<file path="config.mk">
export PLATFORM = sky130hd
export DESIGN_NAME = positional_deque_list_top
export DESIGN_NICKNAME = d
export VERILOG_FILES = /design/src/hw/rtl/pdl_pkg.sv /design/src/hw/rtl/positional_deque_list_top.sv /design/src/hw/rtl/pdl_dp.sv /design/src/hw/rtl/pdl_ctrl.sv
export VERILOG_INCLUDE_DIRS = /design/src /design/src/hw/rtl
export SDC_FILE = /design/constraint.sdc
export NUM_CORES = 2
export LEC_CHECK = 0
export BUFFER_PORTS_ARGS = -buffer_cell sky130_fd_sc_hd__buf_2
export CAP_MARGIN = 30
export CORE_MARGIN = 1.5
export CORE_UTILIZATION = 55
export DETAILED_ROUTE_END_ITERATION = 7
export PLACE_DENSITY = 0.74
export SLEW_MARGIN = 20
export SYNTH_ARGS = -nofsm -noshare
export SYNTH_HDL_FRONTEND = slang
export SYNTH_HIERARCHICAL = 1
export SYNTH_SLANG_ARGS = --single-unit
export TNS_END_PERCENT = 1
</file>
<file path="constraint.sdc">
create_clock -name i_clk -period 12.8 [get_ports i_clk]
set_input_delay 0 -clock i_clk [delete_from_list [all_inputs] [get_ports i_clk]]
set_output_delay 0 -clock i_clk [all_outputs]
set_load 0.005 [all_outputs]
</file>
<file path="src/hw/rtl/positional_deque_list_top_assert.svh">
// ----------------------------------------------------------------------------
// positional_deque_list_top_assert.svh
// Assertion macros used by the list engine datapath.
// ----------------------------------------------------------------------------
`ifndef POSITIONAL_DEQUE_LIST_TOP_ASSERT_SVH
`define POSITIONAL_DEQUE_LIST_TOP_ASSERT_SVH

// Check cons in the same cycle as ante.
`define PDL_ASSERT_NOW(lbl, ante, cons, msg) \
    lbl: assert property (@(posedge i_clk) disable iff (!i_rst_n) (ante) |-> (cons)) \
        else $error(msg);

// Check cons in the cycle after ante.
`define PDL_ASSERT_NEXT(lbl, ante, cons, msg) \
    lbl: assert property (@(posedge i_clk) disable iff (!i_rst_n) (ante) |=> (cons)) \
        else $error(msg);

`endif

</file>
<file path="src/hw/rtl/pdl_pkg.sv">
// ----------------------------------------------------------------------------
// pdl_pkg
// Types, field widths and codes of the positional deque list engine.
// ----------------------------------------------------------------------------
package pdl_pkg;

    // Field widths
    localparam int MODE_W = 3;
    localparam int VAL_W  = 32;
    localparam int POS_W  = 7;
    localparam int CNT_W  = 7;
    localparam int ST_W   = 2;
    // Width for position and count compares (holds count + 1)
    localparam int XW     = POS_W + 1;

    // Request modes
    localparam logic [MODE_W-1:0] MODE_INS_HEAD = 3'd0;
    localparam logic [MODE_W-1:0] MODE_INS_TAIL = 3'd1;
    localparam logic [MODE_W-1:0] MODE_INS_POS  = 3'd2;
    localparam logic [MODE_W-1:0] MODE_REM_HEAD = 3'd3;
    localparam logic [MODE_W-1:0] MODE_REM_TAIL = 3'd4;
    localparam logic [MODE_W-1:0] MODE_REM_POS  = 3'd5;

    // Result status codes
    localparam logic [ST_W-1:0] ST_OK    = 2'd0;
    localparam logic [ST_W-1:0] ST_EMPTY = 2'd1;
    localparam logic [ST_W-1:0] ST_FULL  = 2'd2;
    localparam logic [ST_W-1:0] ST_RANGE = 2'd3;

    // Controller states
    typedef enum logic [3:0] {
        S_IDLE,
        S_EVAL,
        S_GRAB,
        S_SHIFT,
        S_DRAIN,
        S_PUT,
        S_COMMIT,
        S_HEAD,
        S_TAIL,
        S_TCAP,
        S_DONE
    } t_state;

    // Controller to datapath commands
    typedef struct packed {
        logic load;        // capture item and evaluate it
        logic take_rd;     // read the entry at the target slot
        logic grab;        // capture the removed value
        logic start_walk;  // set the walk index to its first slot
        logic walk_rd;     // read the walk slot and advance
        logic put;         // write the new value into the target slot
        logic commit;      // update the count
        logic head_rd;     // read the head slot
        logic tail_rd;     // read the tail slot, capture head
        logic tail_cap;    // capture tail
        logic out_load;    // load the result register
    } t_dp_cmd;

    // Datapath to controller status
    typedef struct packed {
        logic act;         // request changes the list
        logic ins;         // request is an insert
        logic shift;       // entries must move
        logic walk_last;   // walk index is on its final slot
        logic out_busy;    // result register holds an untaken result
    } t_dp_stat;

endpackage

</file>
<file path="src/hw/rtl/positional_deque_list_top.sv">
// ----------------------------------------------------------------------------
// positional_deque_list_top
// Bounded ordered list of signed 32-bit values with head, tail and
// positional insert and remove.
//
// Input channel (i_in_valid / o_in_stall) carries mode, item value and a
// 1-based position. Output channel (o_out_valid / i_out_stall) returns one
// result per item: status, removed value, count, head and tail.
// Each item is decoded; an active remove reads and captures the removed
// value, the k stored entries that move (k is at most CAPACITY - 1) are
// walked, an insert writes the new value, and every item ends with the count
// update and the head and tail fetch. Entry moves run one per cycle through
// the single-write, single-read entry memory; one item is worked at a time.
// The result register decouples the sides: a new item is taken while an
// earlier result still waits; a stalled receiver holds the engine at its
// final step only.
// Reset clears the count and the handshake state; entry contents are not
// cleared and need no sweep.
// ----------------------------------------------------------------------------
module positional_deque_list_top
    import pdl_pkg::*;
#(
    parameter int CAPACITY = 64
) (
    input  logic                     i_clk,
    input  logic                     i_rst_n,
    input  logic                     i_in_valid,
    output logic                     o_in_stall,
    input  logic        [MODE_W-1:0] i_mode,
    input  logic signed [VAL_W-1:0]  i_item_value,
    input  logic        [POS_W-1:0]  i_position,
    output logic                     o_out_valid,
    input  logic                     i_out_stall,
    output logic        [ST_W-1:0]   o_status,
    output logic signed [VAL_W-1:0]  o_removed_value,
    output logic        [CNT_W-1:0]  o_element_count,
    output logic signed [VAL_W-1:0]  o_head_value,
    output logic signed [VAL_W-1:0]  o_tail_value
);

    t_dp_cmd  dp_cmd;
    t_dp_stat dp_stat;

    // Sequence control
    pdl_ctrl u_ctrl (
        .i_clk      (i_clk),
        .i_rst_n    (i_rst_n),
        .i_in_valid (i_in_valid),
        .o_in_stall (o_in_stall),
        .i_stat     (dp_stat),
        .o_cmd      (dp_cmd)
    );

    // Storage and result path
    pdl_dp #(
        .CAPACITY (CAPACITY)
    ) u_dp (
        .i_clk           (i_clk),
        .i_rst_n         (i_rst_n),
        .i_cmd           (dp_cmd),
        .o_stat          (dp_stat),
        .i_mode          (i_mode),
        .i_item_value    (i_item_value),
        .i_position      (i_position),
        .i_out_stall     (i_out_stall),
        .o_out_valid     (o_out_valid),
        .o_status        (o_status),
        .o_removed_value (o_removed_value),
        .o_element_count (o_element_count),
        .o_head_value    (o_head_value),
        .o_tail_value    (o_tail_value)
    );

endmodule

</file>
<file path="src/hw/rtl/pdl_dp.sv">
// ----------------------------------------------------------------------------
// pdl_dp
// Datapath: entry memory, count, request decode, shift walker and the
// result register.
// ----------------------------------------------------------------------------
`include "positional_deque_list_top_assert.svh"

module pdl_dp
    import pdl_pkg::*;
#(
    parameter int CAPACITY = 64
) (
    input  logic                     i_clk,
    input  logic                     i_rst_n,
    input  t_dp_cmd                  i_cmd,
    output t_dp_stat                 o_stat,
    input  logic        [MODE_W-1:0] i_mode,
    input  logic signed [VAL_W-1:0]  i_item_value,
    input  logic        [POS_W-1:0]  i_position,
    input  logic                     i_out_stall,
    output logic                     o_out_valid,
    output logic        [ST_W-1:0]   o_status,
    output logic signed [VAL_W-1:0]  o_removed_value,
    output logic        [CNT_W-1:0]  o_element_count,
    output logic signed [VAL_W-1:0]  o_head_value,
    output logic signed [VAL_W-1:0]  o_tail_value
);

    localparam int AW = $clog2(CAPACITY);
    localparam int CW = $clog2(CAPACITY + 1);

    // Entry memory
    logic [VAL_W-1:0] r_mem [CAPACITY];
    logic [VAL_W-1:0] r_rdata;

    // Control state
    logic [CW-1:0]    r_count;
    logic             r_wpend;
    logic             r_out_valid;

    // Item and walk state
    logic             r_ins;
    logic             r_act;
    logic             r_shift;
    logic [ST_W-1:0]  r_status;
    logic [VAL_W-1:0] r_value;
    logic [AW-1:0]    r_at;
    logic [AW-1:0]    r_idx;
    logic [AW-1:0]    r_wa;
    logic [VAL_W-1:0] r_removed;
    logic [VAL_W-1:0] r_head;
    logic [VAL_W-1:0] r_tail;

    // Result register payload
    logic [ST_W-1:0]  r_o_status;
    logic [VAL_W-1:0] r_o_removed;
    logic [CNT_W-1:0] r_o_count;
    logic [VAL_W-1:0] r_o_head;
    logic [VAL_W-1:0] r_o_tail;

    // Decode results
    logic [XW-1:0]    cnt_x;
    logic [XW-1:0]    pos_x;
    logic [XW-1:0]    d_at;
    logic [ST_W-1:0]  d_status;
    logic             d_act;
    logic             d_ins;
    logic             d_shift;

    // Memory port signals
    logic [AW-1:0]    tail_addr;
    logic             rd_en;
    logic [AW-1:0]    rd_addr;
    logic             wr_en;
    logic [AW-1:0]    wr_addr;
    logic [VAL_W-1:0] wr_data;

    assign cnt_x     = XW'(r_count);
    assign pos_x     = XW'(i_position);
    assign tail_addr = AW'(r_count - CW'(1));

    // Decode the request against the current count
    always_comb begin
        d_status = ST_OK;
        d_act    = 1'b0;
        d_ins    = 1'b0;
        d_at     = '0;
        if (i_mode inside {MODE_INS_HEAD, MODE_INS_TAIL, MODE_INS_POS}) begin
            d_ins = 1'b1;
            if (cnt_x >= XW'(CAPACITY)) begin
                d_status = ST_FULL;
            end else begin
                case (i_mode)
                    MODE_INS_HEAD: begin
                        d_act = 1'b1;
                    end
                    MODE_INS_TAIL: begin
                        d_act = 1'b1;
                        d_at  = cnt_x;
                    end
                    default: begin
                        if (pos_x >= XW'(1) && pos_x <= cnt_x + XW'(1)) begin
                            d_act = 1'b1;
                            d_at  = pos_x - XW'(1);
                        end else begin
                            d_status = ST_RANGE;
                        end
                    end
                endcase
            end
        end else if (i_mode inside {MODE_REM_HEAD, MODE_REM_TAIL, MODE_REM_POS}) begin
            if (cnt_x == '0) begin
                d_status = ST_EMPTY;
            end else begin
                case (i_mode)
                    MODE_REM_HEAD: begin
                        d_act = 1'b1;
                    end
                    MODE_REM_TAIL: begin
                        d_act = 1'b1;
                        d_at  = cnt_x - XW'(1);
                    end
                    default: begin
                        if (pos_x >= XW'(1) && pos_x <= cnt_x) begin
                            d_act = 1'b1;
                            d_at  = pos_x - XW'(1);
                        end else begin
                            d_status = ST_RANGE;
                        end
                    end
                endcase
            end
        end
        d_shift = d_ins ? (d_at != cnt_x) : (d_at != cnt_x - XW'(1));
    end

    // Select the read address
    always_comb begin
        rd_en = i_cmd.walk_rd | i_cmd.take_rd | i_cmd.head_rd | i_cmd.tail_rd;
        if (i_cmd.walk_rd) begin
            rd_addr = r_idx;
        end else if (i_cmd.take_rd) begin
            rd_addr = r_at;
        end else if (i_cmd.tail_rd) begin
            rd_addr = tail_addr;
        end else begin
            rd_addr = '0;
        end
    end

    // Select the write: a shift transfer or the new value
    always_comb begin
        wr_en   = r_wpend | i_cmd.put;
        wr_addr = r_wpend ? r_wa : r_at;
        wr_data = r_wpend ? r_rdata : r_value;
    end

    // Entry memory, registered read
    always_ff @(posedge i_clk) begin
        if (wr_en) begin
            r_mem[wr_addr] <= wr_data;
        end
        if (rd_en) begin
            r_rdata <= r_mem[rd_addr];
        end
    end

    // Count, pending shift write and result valid
    always_ff @(posedge i_clk) begin
        if (!i_rst_n) begin
            r_count     <= '0;
            r_wpend     <= 1'b0;
            r_out_valid <= 1'b0;
        end else begin
            r_wpend <= i_cmd.walk_rd;
            if (i_cmd.commit && r_act) begin
                r_count <= r_ins ? r_count + CW'(1) : r_count - CW'(1);
            end
            if (i_cmd.out_load) begin
                r_out_valid <= 1'b1;
            end else if (!i_out_stall) begin
                r_out_valid <= 1'b0;
            end
        end
    end

    // Item, walk and captured values
    always_ff @(posedge i_clk) begin
        if (i_cmd.load) begin
            r_ins     <= d_ins;
            r_act     <= d_act;
            r_shift   <= d_shift;
            r_status  <= d_status;
            r_value   <= i_item_value;
            r_at      <= AW'(d_at);
            r_removed <= '0;
        end
        if (i_cmd.start_walk) begin
            r_idx <= r_ins ? tail_addr : r_at + AW'(1);
        end else if (i_cmd.walk_rd) begin
            r_idx <= r_ins ? r_idx - AW'(1) : r_idx + AW'(1);
        end
        if (i_cmd.walk_rd) begin
            r_wa <= r_ins ? r_idx + AW'(1) : r_idx - AW'(1);
        end
        if (i_cmd.grab) begin
            r_removed <= r_rdata;
        end
        if (i_cmd.tail_rd) begin
            r_head <= r_rdata;
        end
        if (i_cmd.tail_cap) begin
            r_tail <= r_rdata;
        end
    end

    // Result register payload
    always_ff @(posedge i_clk) begin
        if (i_cmd.out_load) begin
            r_o_status  <= r_status;
            r_o_removed <= r_removed;
            r_o_count   <= CNT_W'(r_count);
            r_o_head    <= (r_count == '0) ? '0 : r_head;
            r_o_tail    <= (r_count == '0) ? '0 : r_tail;
        end
    end

    // Status toward the controller
    always_comb begin
        o_stat.act       = r_act;
        o_stat.ins       = r_ins;
        o_stat.shift     = r_shift;
        o_stat.walk_last = r_ins ? (r_idx == r_at) : (r_idx == tail_addr);
        o_stat.out_busy  = r_out_valid & i_out_stall;
    end

    assign o_out_valid     = r_out_valid;
    assign o_status        = r_o_status;
    assign o_removed_value = r_o_removed;
    assign o_element_count = r_o_count;
    assign o_head_value    = r_o_head;
    assign o_tail_value    = r_o_tail;

    `PDL_ASSERT_NOW(a_count_bound, 1'b1, r_count <= CW'(CAPACITY), "count above capacity")
    `PDL_ASSERT_NOW(a_one_write, r_wpend, !i_cmd.put, "shift write collides with put")
    `PDL_ASSERT_NEXT(a_count_hold, !i_cmd.commit, $stable(r_count), "count moved without commit")

endmodule

</file>
<file path="src/hw/rtl/pdl_ctrl.sv">
// ----------------------------------------------------------------------------
// pdl_ctrl
// Controller: sequences decode, shift walk, write, count update, head and
// tail fetch and the result transfer.
// ----------------------------------------------------------------------------
module pdl_ctrl
    import pdl_pkg::*;
(
    input  logic     i_clk,
    input  logic     i_rst_n,
    input  logic     i_in_valid,
    output logic     o_in_stall,
    input  t_dp_stat i_stat,
    output t_dp_cmd  o_cmd
);

    t_state r_state;
    t_state n_state;

    // State register
    always_ff @(posedge i_clk) begin
        if (!i_rst_n) begin
            r_state <= S_IDLE;
        end else begin
            r_state <= n_state;
        end
    end

    // Next state and commands
    always_comb begin
        n_state    = r_state;
        o_cmd      = '0;
        o_in_stall = 1'b1;
        case (r_state)
            S_IDLE: begin
                o_in_stall = 1'b0;
                if (i_in_valid) begin
                    o_cmd.load = 1'b1;
                    n_state    = S_EVAL;
                end
            end
            S_EVAL: begin
                if (!i_stat.act) begin
                    n_state = S_COMMIT;
                end else if (i_stat.ins) begin
                    if (i_stat.shift) begin
                        o_cmd.start_walk = 1'b1;
                        n_state          = S_SHIFT;
                    end else begin
                        n_state = S_PUT;
                    end
                end else begin
                    o_cmd.take_rd = 1'b1;
                    n_state       = S_GRAB;
                end
            end
            S_GRAB: begin
                o_cmd.grab = 1'b1;
                if (i_stat.shift) begin
                    o_cmd.start_walk = 1'b1;
                    n_state          = S_SHIFT;
                end else begin
                    n_state = S_COMMIT;
                end
            end
            S_SHIFT: begin
                o_cmd.walk_rd = 1'b1;
                if (i_stat.walk_last) begin
                    n_state = S_DRAIN;
                end
            end
            S_DRAIN: begin
                // last shift write lands here
                n_state = i_stat.ins ? S_PUT : S_COMMIT;
            end
            S_PUT: begin
                o_cmd.put = 1'b1;
                n_state   = S_COMMIT;
            end
            S_COMMIT: begin
                o_cmd.commit = 1'b1;
                n_state      = S_HEAD;
            end
            S_HEAD: begin
                o_cmd.head_rd = 1'b1;
                n_state       = S_TAIL;
            end
            S_TAIL: begin
                o_cmd.tail_rd = 1'b1;
                n_state       = S_TCAP;
            end
            S_TCAP: begin
                o_cmd.tail_cap = 1'b1;
                n_state        = S_DONE;
            end
            S_DONE: begin
                if (!i_stat.out_busy) begin
                    o_cmd.out_load = 1'b1;
                    n_state        = S_IDLE;
                end
            end
            default: begin
                n_state = S_IDLE;
            end
        endcase
    end

endmodule

</file>
## Yosys cells after proc, flatten, opt, wreduce, memory -nomap -nowiden

Memories as Yosys holds them, arrays and structs flattened. A register that Yosys moved wholly into a read port is not among the register bits.
Index checks and enable logic that the tools add are counted.

| cells by class | value |
|---|---|
| equality and inequality tests | 23 |
| bitwise logic cells | 5 |
| reductions and logical operators | 14 |
| order comparisons | 4 |
| add/subtract/negate cells | 8 |
| multiplexer cells | 72 |

Operator list:

| cell | count |
|---|---|
| $mux 32 | 3 |
| $mux 6 | 9 |
| $mux 8 | 6 |
| $pmux 4 s11 | 1 |
| $mux 1 | 33 |
| $pmux 8 s2 | 2 |
| $mux 4 | 5 |
| $mux 2 | 9 |
| $eq 4x3->1 const B | 4 |
| $sub 7x1->8 const B | 2 |
| $add 6x1->6 const B | 2 |
| $eq 4x4->1 const B | 3 |
| $eq 6x6->1 | 2 |
| $add 7x1->8 const B | 1 |
| $eq 4x2->1 const B | 2 |
| $le 7x8->1 | 1 |
| $logic_not 8->1 | 1 |
| $ne 8x7->1 | 1 |
| $ne 8x8->1 | 1 |
| $add 7x1->7 const B | 1 |
| $ge 7x1->1 const B | 1 |
| $ge 7x7->1 const B | 1 |
| $le 7x7->1 | 1 |
| $logic_not 7->1 | 1 |
| 20 further kinds | 33 |

| word-level totals | value |
|---|---|
| memories kept | 1 |
| bits in writable memories | 2048 |
| output and inout port bits | 107 |
| bits in registers | 269 |
| input port bits | 46 |
| word-level logic and storage cells | 147 |

Memory list:

| memory | words | bits a word | read ports | clocked after Yosys merged registers in | write ports | line | source |
|---|---|---|---|---|---|---|---|
| u_dp.r_mem | 64 | 32 | 1 | 1 | 1 | pdl_dp.sv:33 | `logic [VAL_W-1:0] r_mem [CAPACITY];` |

## Depth between registers and ports, before layout

| depth | value |
|---|---|
| word-level depth | 9 |
| gate-level depth with buffers | 15 |
| mapped depth without buffers | 14 |

## Cells and area by module

Netlist, hierarchy kept.

By module, submodules not included:

| module | times used | cells each | area each (µm²) |
|---|---|---|---|
| pdl_dp | 1 | 4106 | 90214.0 |
| pdl_ctrl | 1 | 61 | 416.6 |

## Worst setup path after synthesis

No wires, ideal clock.

| path | value |
|---|---|
| path type | register to register |
| start point | reg u_ctrl.r_state[2] |
| end point | reg u_dp.r_out_valid, in the netlist u_dp/o_out_valid |
| clock period less this slack | 12490 ps |
| stages on the path, launching flop included | 5 |
| data arrival time | 12383 ps |
| library setup time | 107 ps |
| required time | 12693 ps |
| buffers on the path | 1 |
| slack | 310 ps |
| cell sequence | dfxtp_1 > clkbuf_1 > nor2_1 > nor4b_1 > o21a_1 |

RTL lines:

| item | line | source |
|---|---|---|
| start: declaration | pdl_ctrl.sv:17 | `t_state r_state;` |
| start signal: assignment | pdl_ctrl.sv:25 | `r_state <= n_state;` |
| end signal: assignment | pdl_dp.sv:173 | `r_out_valid <= 1'b0;` |
| end signal: assignment | pdl_dp.sv:180 | `r_out_valid <= 1'b1;` |
| end signal: assignment | pdl_dp.sv:182 | `r_out_valid <= 1'b0;` |
| end: declaration | pdl_dp.sv:39 | `logic r_out_valid;` |

==> impl_results.html <==
<table>
<tr><th>Metric</th><th>Value</th></tr>
<tr><th colspan="2">Outcome</th></tr>
<tr><td>Result of the run</td><td>finished, final reports clean</td></tr>
<tr><th colspan="2">STA</th></tr>
<tr><td>Worst rel slew slack</td><td>14.7%</td></tr>
<tr><td>Final TNS setup</td><td>0 ps</td></tr>
<tr><td>Setup repair after global routing missed its margin</td><td>false</td></tr>
<tr><td>Final Hold Violating Endpoints</td><td>0</td></tr>
<tr><td>Clock period minus final worst setup slack</td><td>around 6300 ps</td></tr>
<tr><td>Total setup violations reported at the end of the flow</td><td>0</td></tr>
<tr><td>Least setup slack across all paths after layout</td><td>6490 ps</td></tr>
<tr><td>Crit share post-route</td><td>49.3%</td></tr>
<tr><td>Count of final max-slew check failures</td><td>0</td></tr>
<tr><td>Worst slew pin tran</td><td>around 1300 ps</td></tr>
<tr><td>Final Skew</td><td>70.9 ps</td></tr>
<tr><td>Highest attainable clock frequency</td><td>about 160 MHz</td></tr>
<tr><th colspan="2">Yosys</th></tr>
<tr><td>Share of synthesized registers carrying an async set or reset</td><td>0%</td></tr>
<tr><td>Dominant cells by area after synthesis</td><td>sky130_fd_sc_hd__edfxtp_1 (77%), sky130_fd_sc_hd__mux4_2 (13%), sky130_fd_sc_hd__a221oi_2 (0.94%), sky130_fd_sc_hd__mux2i_1 (0.84%), sky130_fd_sc_hd__a22oi_1 (0.80%)</td></tr>
<tr><td>Multiplexer area fraction after synthesis</td><td>14.0%</td></tr>
<tr><td>Number of synthesis warnings</td><td>6</td></tr>
<tr><td>Yosys top cell area share</td><td>77.4%</td></tr>
<tr><td>Cell type with the largest total area after synthesis</td><td>sky130_fd_sc_hd__edfxtp_1</td></tr>
<tr><td>Ys flop type</td><td>sky130_fd_sc_hd__edfxtp_1</td></tr>
<tr><td>Adder-cell area share of the yosys netlist</td><td>0.304%</td></tr>
<tr><td>Total nets after synthesis</td><td>4235</td></tr>
<tr><td>Number of synthesized register bits</td><td>roughly 2.3k</td></tr>
<tr><td>Unique masters post-synth</td><td>92</td></tr>
<tr><td>Complex-gate fraction of the synthesized area</td><td>3.35%</td></tr>
<tr><td>Dominant combinational cell family by area after synthesis</td><td>multiplexers</td></tr>
<tr><td>Proportion of synthesized chip area in sequential cells</td><td>77.7%</td></tr>
<tr><td>Xor/xnor cell area share of the yosys netlist</td><td>0.433%</td></tr>
<tr><td>Number of standard cells after synthesis</td><td>4167</td></tr>
<tr><td>Number of enable-type register cells in the synthesized netlist</td><td>around 2.3k</td></tr>
<tr><td>Cell area after synthesis</td><td>0.0906 mm²</td></tr>
<tr><td>Synth Area per Inst</td><td>21.7 µm²</td></tr>
<tr><td>Synth Area in Simple Gates</td><td>just under 3%</td></tr>
<tr><th colspan="2">Finish</th></tr>
<tr><td>Area overhead of the layout relative to synthesis</td><td>13.7%</td></tr>
<tr><td>Final net count</td><td>4625</td></tr>
<tr><td>Most common cell after layout, fill and taps aside</td><td>sky130_fd_sc_hd__edfxtp_1</td></tr>
<tr><td>Fraction of layout instances using a drive strength above 1</td><td>between 20% and 30%</td></tr>
<tr><td>Layout filler cell count</td><td>~10k</td></tr>
<tr><td>Commonest cells after routing, fill and taps aside</td><td>sky130_fd_sc_hd__edfxtp_1 (2336), sky130_fd_sc_hd__mux4_2 (513), sky130_fd_sc_hd__clkbuf_16 (220), sky130_fd_sc_hd__nand2_1 (187), sky130_fd_sc_hd__buf_2 (152)</td></tr>
<tr><th colspan="2">Clock network</th></tr>
<tr><td>Count of hold-fix buffers inserted at cts</td><td>82</td></tr>
<tr><td>Clock tree from TritonCTS</td><td>built</td></tr>
<tr><td>Clock root buffer</td><td>sky130_fd_sc_hd__clkbuf_16</td></tr>
<tr><td>Maximum count of clock buffers along a single path</td><td>3</td></tr>
<tr><td>Clock latency reported for the late side of the worst-skew pair</td><td>900 ps</td></tr>
<tr><td>Maximum level of the CTS H-tree</td><td>4</td></tr>
<tr><td>Number of sinks on the clock net</td><td>between 2k and 2.5k</td></tr>
<tr><td>Count of cells resized by post-cts repair</td><td>0</td></tr>
<tr><td>CTS clk-pin slew, worst paths</td><td>about 70 ps</td></tr>
<tr><td>Buffer count from post-CTS setup fixing</td><td>0</td></tr>
<tr><td>Number of clock buffers inserted by TritonCTS</td><td>219</td></tr>
<tr><th colspan="2">Placement</th></tr>
<tr><td>Gpl congestion</td><td>0.847</td></tr>
<tr><td>Port Buffer Count</td><td>152</td></tr>
<tr><td>Setup slack after placement</td><td>6150 ps</td></tr>
<tr><td>DP HPWL</td><td>122000 µm</td></tr>
<tr><th colspan="2">Critical path</th></tr>
<tr><td>Worst Setup Path Type</td><td>reg -&gt; reg</td></tr>
<tr><td>CP required</td><td>13420 ps</td></tr>
<tr><td>Worst path cell trace</td><td>nand2b_1 -&gt; nor4bb_2 -&gt; o311ai_1 -&gt; o21ai_4 -&gt; buf_4 -&gt; buf_4 -&gt; buf_4 -&gt; mux4_2 -&gt; a22oi_1 -&gt; a22oi_1 -&gt; and3_1</td></tr>
<tr><td>Cell mode on critical path</td><td>sky130_fd_sc_hd__buf_4</td></tr>
<tr><td>Nature of the critical path startpoint</td><td>flop</td></tr>
<tr><td>Top fanout value on the critical path</td><td>44</td></tr>
<tr><td>Crit. End Element</td><td>flop</td></tr>
<tr><td>Delay of the slowest cell on the worst path</td><td>810 ps</td></tr>
<tr><td>Data arrival time of the critical path</td><td>slightly below 7000 ps</td></tr>
<tr><td>Slowest cell on crit path</td><td>sky130_fd_sc_hd__buf_4</td></tr>
<tr><th colspan="2">Power</th></tr>
<tr><td>Flop pwr share</td><td>48.7%</td></tr>
<tr><td>Leakage Power</td><td>around 34 nW</td></tr>
<tr><td>Switching share of power</td><td>27.4%</td></tr>
<tr><td>Internal Dissipation</td><td>14.0 mW</td></tr>
<tr><td>Pwr/cell area</td><td>188 mW/mm²</td></tr>
<tr><td>Relative contribution of combinational cells to total power</td><td>18.1%</td></tr>
<tr><td>Maximum resistive drop on vdd</td><td>about 170 µV</td></tr>
<tr><td>Switching power</td><td>around 5.3 mW</td></tr>
<tr><td>Part of the power in the clock network</td><td>33.2%</td></tr>
<tr><th colspan="2">Drt</th></tr>
<tr><td>Average vias per placed instance</td><td>6.63</td></tr>
<tr><td>Iteration-0 DRC count of the detailed router</td><td>7611</td></tr>
<tr><td>Number of vias in the routed layout</td><td>45.9k</td></tr>
<tr><td>Detailed-route wire length per cell</td><td>33.3 µm</td></tr>
<tr><td>Initial DRT Pass Iterations</td><td>7</td></tr>
<tr><td>DRT antenna net count</td><td>0</td></tr>
<tr><td>Final wirelength</td><td>~230000 µm</td></tr>
<tr><td>Number of remaining DRC errors</td><td>0</td></tr>
<tr><th colspan="2">Global route</th></tr>
<tr><td>Aggregate global routing overflow</td><td>0</td></tr>
<tr><td>Overall Global Routing Usage</td><td>27.5%</td></tr>
<tr><td>Vias in the first global route</td><td>45.1k</td></tr>
<tr><td>Largest net degree at the start of global routing</td><td>117</td></tr>
<tr><td>Global-route wire length before repair</td><td>325000 µm</td></tr>
<tr><td>Antenna violations before repair</td><td>23</td></tr>
<tr><th colspan="2">Flow run</th></tr>
<tr><td>MaxCap Viol Count</td><td>0</td></tr>
<tr><th colspan="2">Floorplan</th></tr>
<tr><td>Core region area</td><td>0.163 mm²</td></tr>
<tr><td>Horizontal extent of the die</td><td>409 µm</td></tr>
<tr><td>Count of pins on the block boundary</td><td>153</td></tr>
<tr><td>Initial core utilization</td><td>55.6%</td></tr>
<tr><td>Vertical extent of the die</td><td>409 µm</td></tr>
<tr><td>Die outline area</td><td>between 0.15 and 0.2 mm²</td></tr>
<tr><td>Std-Cell Rows</td><td>148</td></tr>
<tr><th colspan="2">Min path</th></tr>
<tr><td>HP Class</td><td>in -&gt; reg</td></tr>
</table>
[metrics by stage]
stage               utilization, %  power [mW]  instance area [µm²]  cells  hold WS [ps]
floorplan                        -        11.6                90600   4167          98.9
global placement              58.2        12.9                94900   6419           177
detailed placement            58.2        13.0                95000   6423           178
CTS                           63.1        19.3               103000   6908          25.9
global route                  63.2        19.9               103000   6918          84.6
finish                        63.2        19.3               103000   6924          82.5
[worst max-delay path, delay by kind of cell (launching register included)]
family                 cells  cell delay (ps)
AO/OA/AOI/OAI              4             1470
buffers and inverters      3             1890
AND/OR/NAND/NOR            3             1340
multiplexers               1              600
flip-flops                 1              640
[synth_stat cells (all sizes together), types with 4 or more instances]
cell type and n:
a221oi 63, o31ai 4, a21boi 4, a21o 6, a32o 4, mux4 513, xnor2 36, xor2 8
nor4 4, mux2 37, nand2 190, nor3b 5, o32ai 4, nor2 109, a32oi 63, clkbuf 110
a211oi 9, mux2i 76, o211ai 7, edfxtp 2336, nand3 20, a21oi 21, nor2b 11, and3 36
ha 22, o21ai 24, o21bai 4, o22ai 9, dfxtp 13, nand2b 11, inv 25, buf 113
nand4 6, and2 106, nor3 20, a22oi 97
[power by group through the flow]
stage / Sequential (mW) / Combinational (mW) / Clock (mW)
finish: 9.42 / 3.50 / 6.42
global route: 9.42 / 3.67 / 6.76
CTS: 9.41 / 3.44 / 6.46
detailed placement: 9.57 / 3.40 / 0
global placement: 9.57 / 3.31 / 0
floorplan: 9.43 / 2.21 / 0
[worst paths after layout]
kind / startpoint / to / slack (ps) / cells after the start
worst max-delay path: u_ctrl/r_state[0] / u_dp/r_rdata[3] / 6490 / 11
worst min-delay path: i_position[1] / u_dp/r_at[1] / 80 / 6
worst max register to register: u_ctrl/r_state[0] / u_dp/r_rdata[3] / 6490 / 11
worst min register to register: u_dp/r_removed[9] / u_dp/o_removed_value[9] / 420 / 0
[layout make-up]
type                       instances  area [µm²]  area share [%]
sequential                      2349       70400            68.3
antenna                           10        25.0          0.0243
timing repair buffer             392        2970            2.88
clock inverter                   136        1440            1.39
clock buffer                     267        5680            5.51
inverter                          27         101          0.0983
tap                             2175        2720            2.64
multi-input combinational       1568       19700            19.1
[routing by layer]
layer / vias up / global-route usage, % / part of all wire, %
li1: 18200 / - / -
met1: 23900 / 38.4 / 36
met2: 3321 / 42.6 / 47
met3: 485 / 6.50 / 12
met4: 4 / 10.6 / 4.2
met5: - / 0 / 0.092
[registers in the layout, summed over array words and instances (netlist names), 32 cells and up]
register / count
u_dp/r_removed: 32
u_dp/r_tail: 32
u_dp/r_rdata: 32
u_dp/o_head_value: 32
u_dp/r_head: 32
u_dp/o_removed_value: 32
u_dp/r_value: 32
u_dp/r_mem: 2048
u_dp/o_tail_value: 32
[kinds of logic after synthesis]
family	Yosys count
xor+xnor	44
buf+inv	250
mux	626
compound gates	339
flops	2349
simple gates	537
fa+ha+maj	22
(Power assumes the default switching activity.)
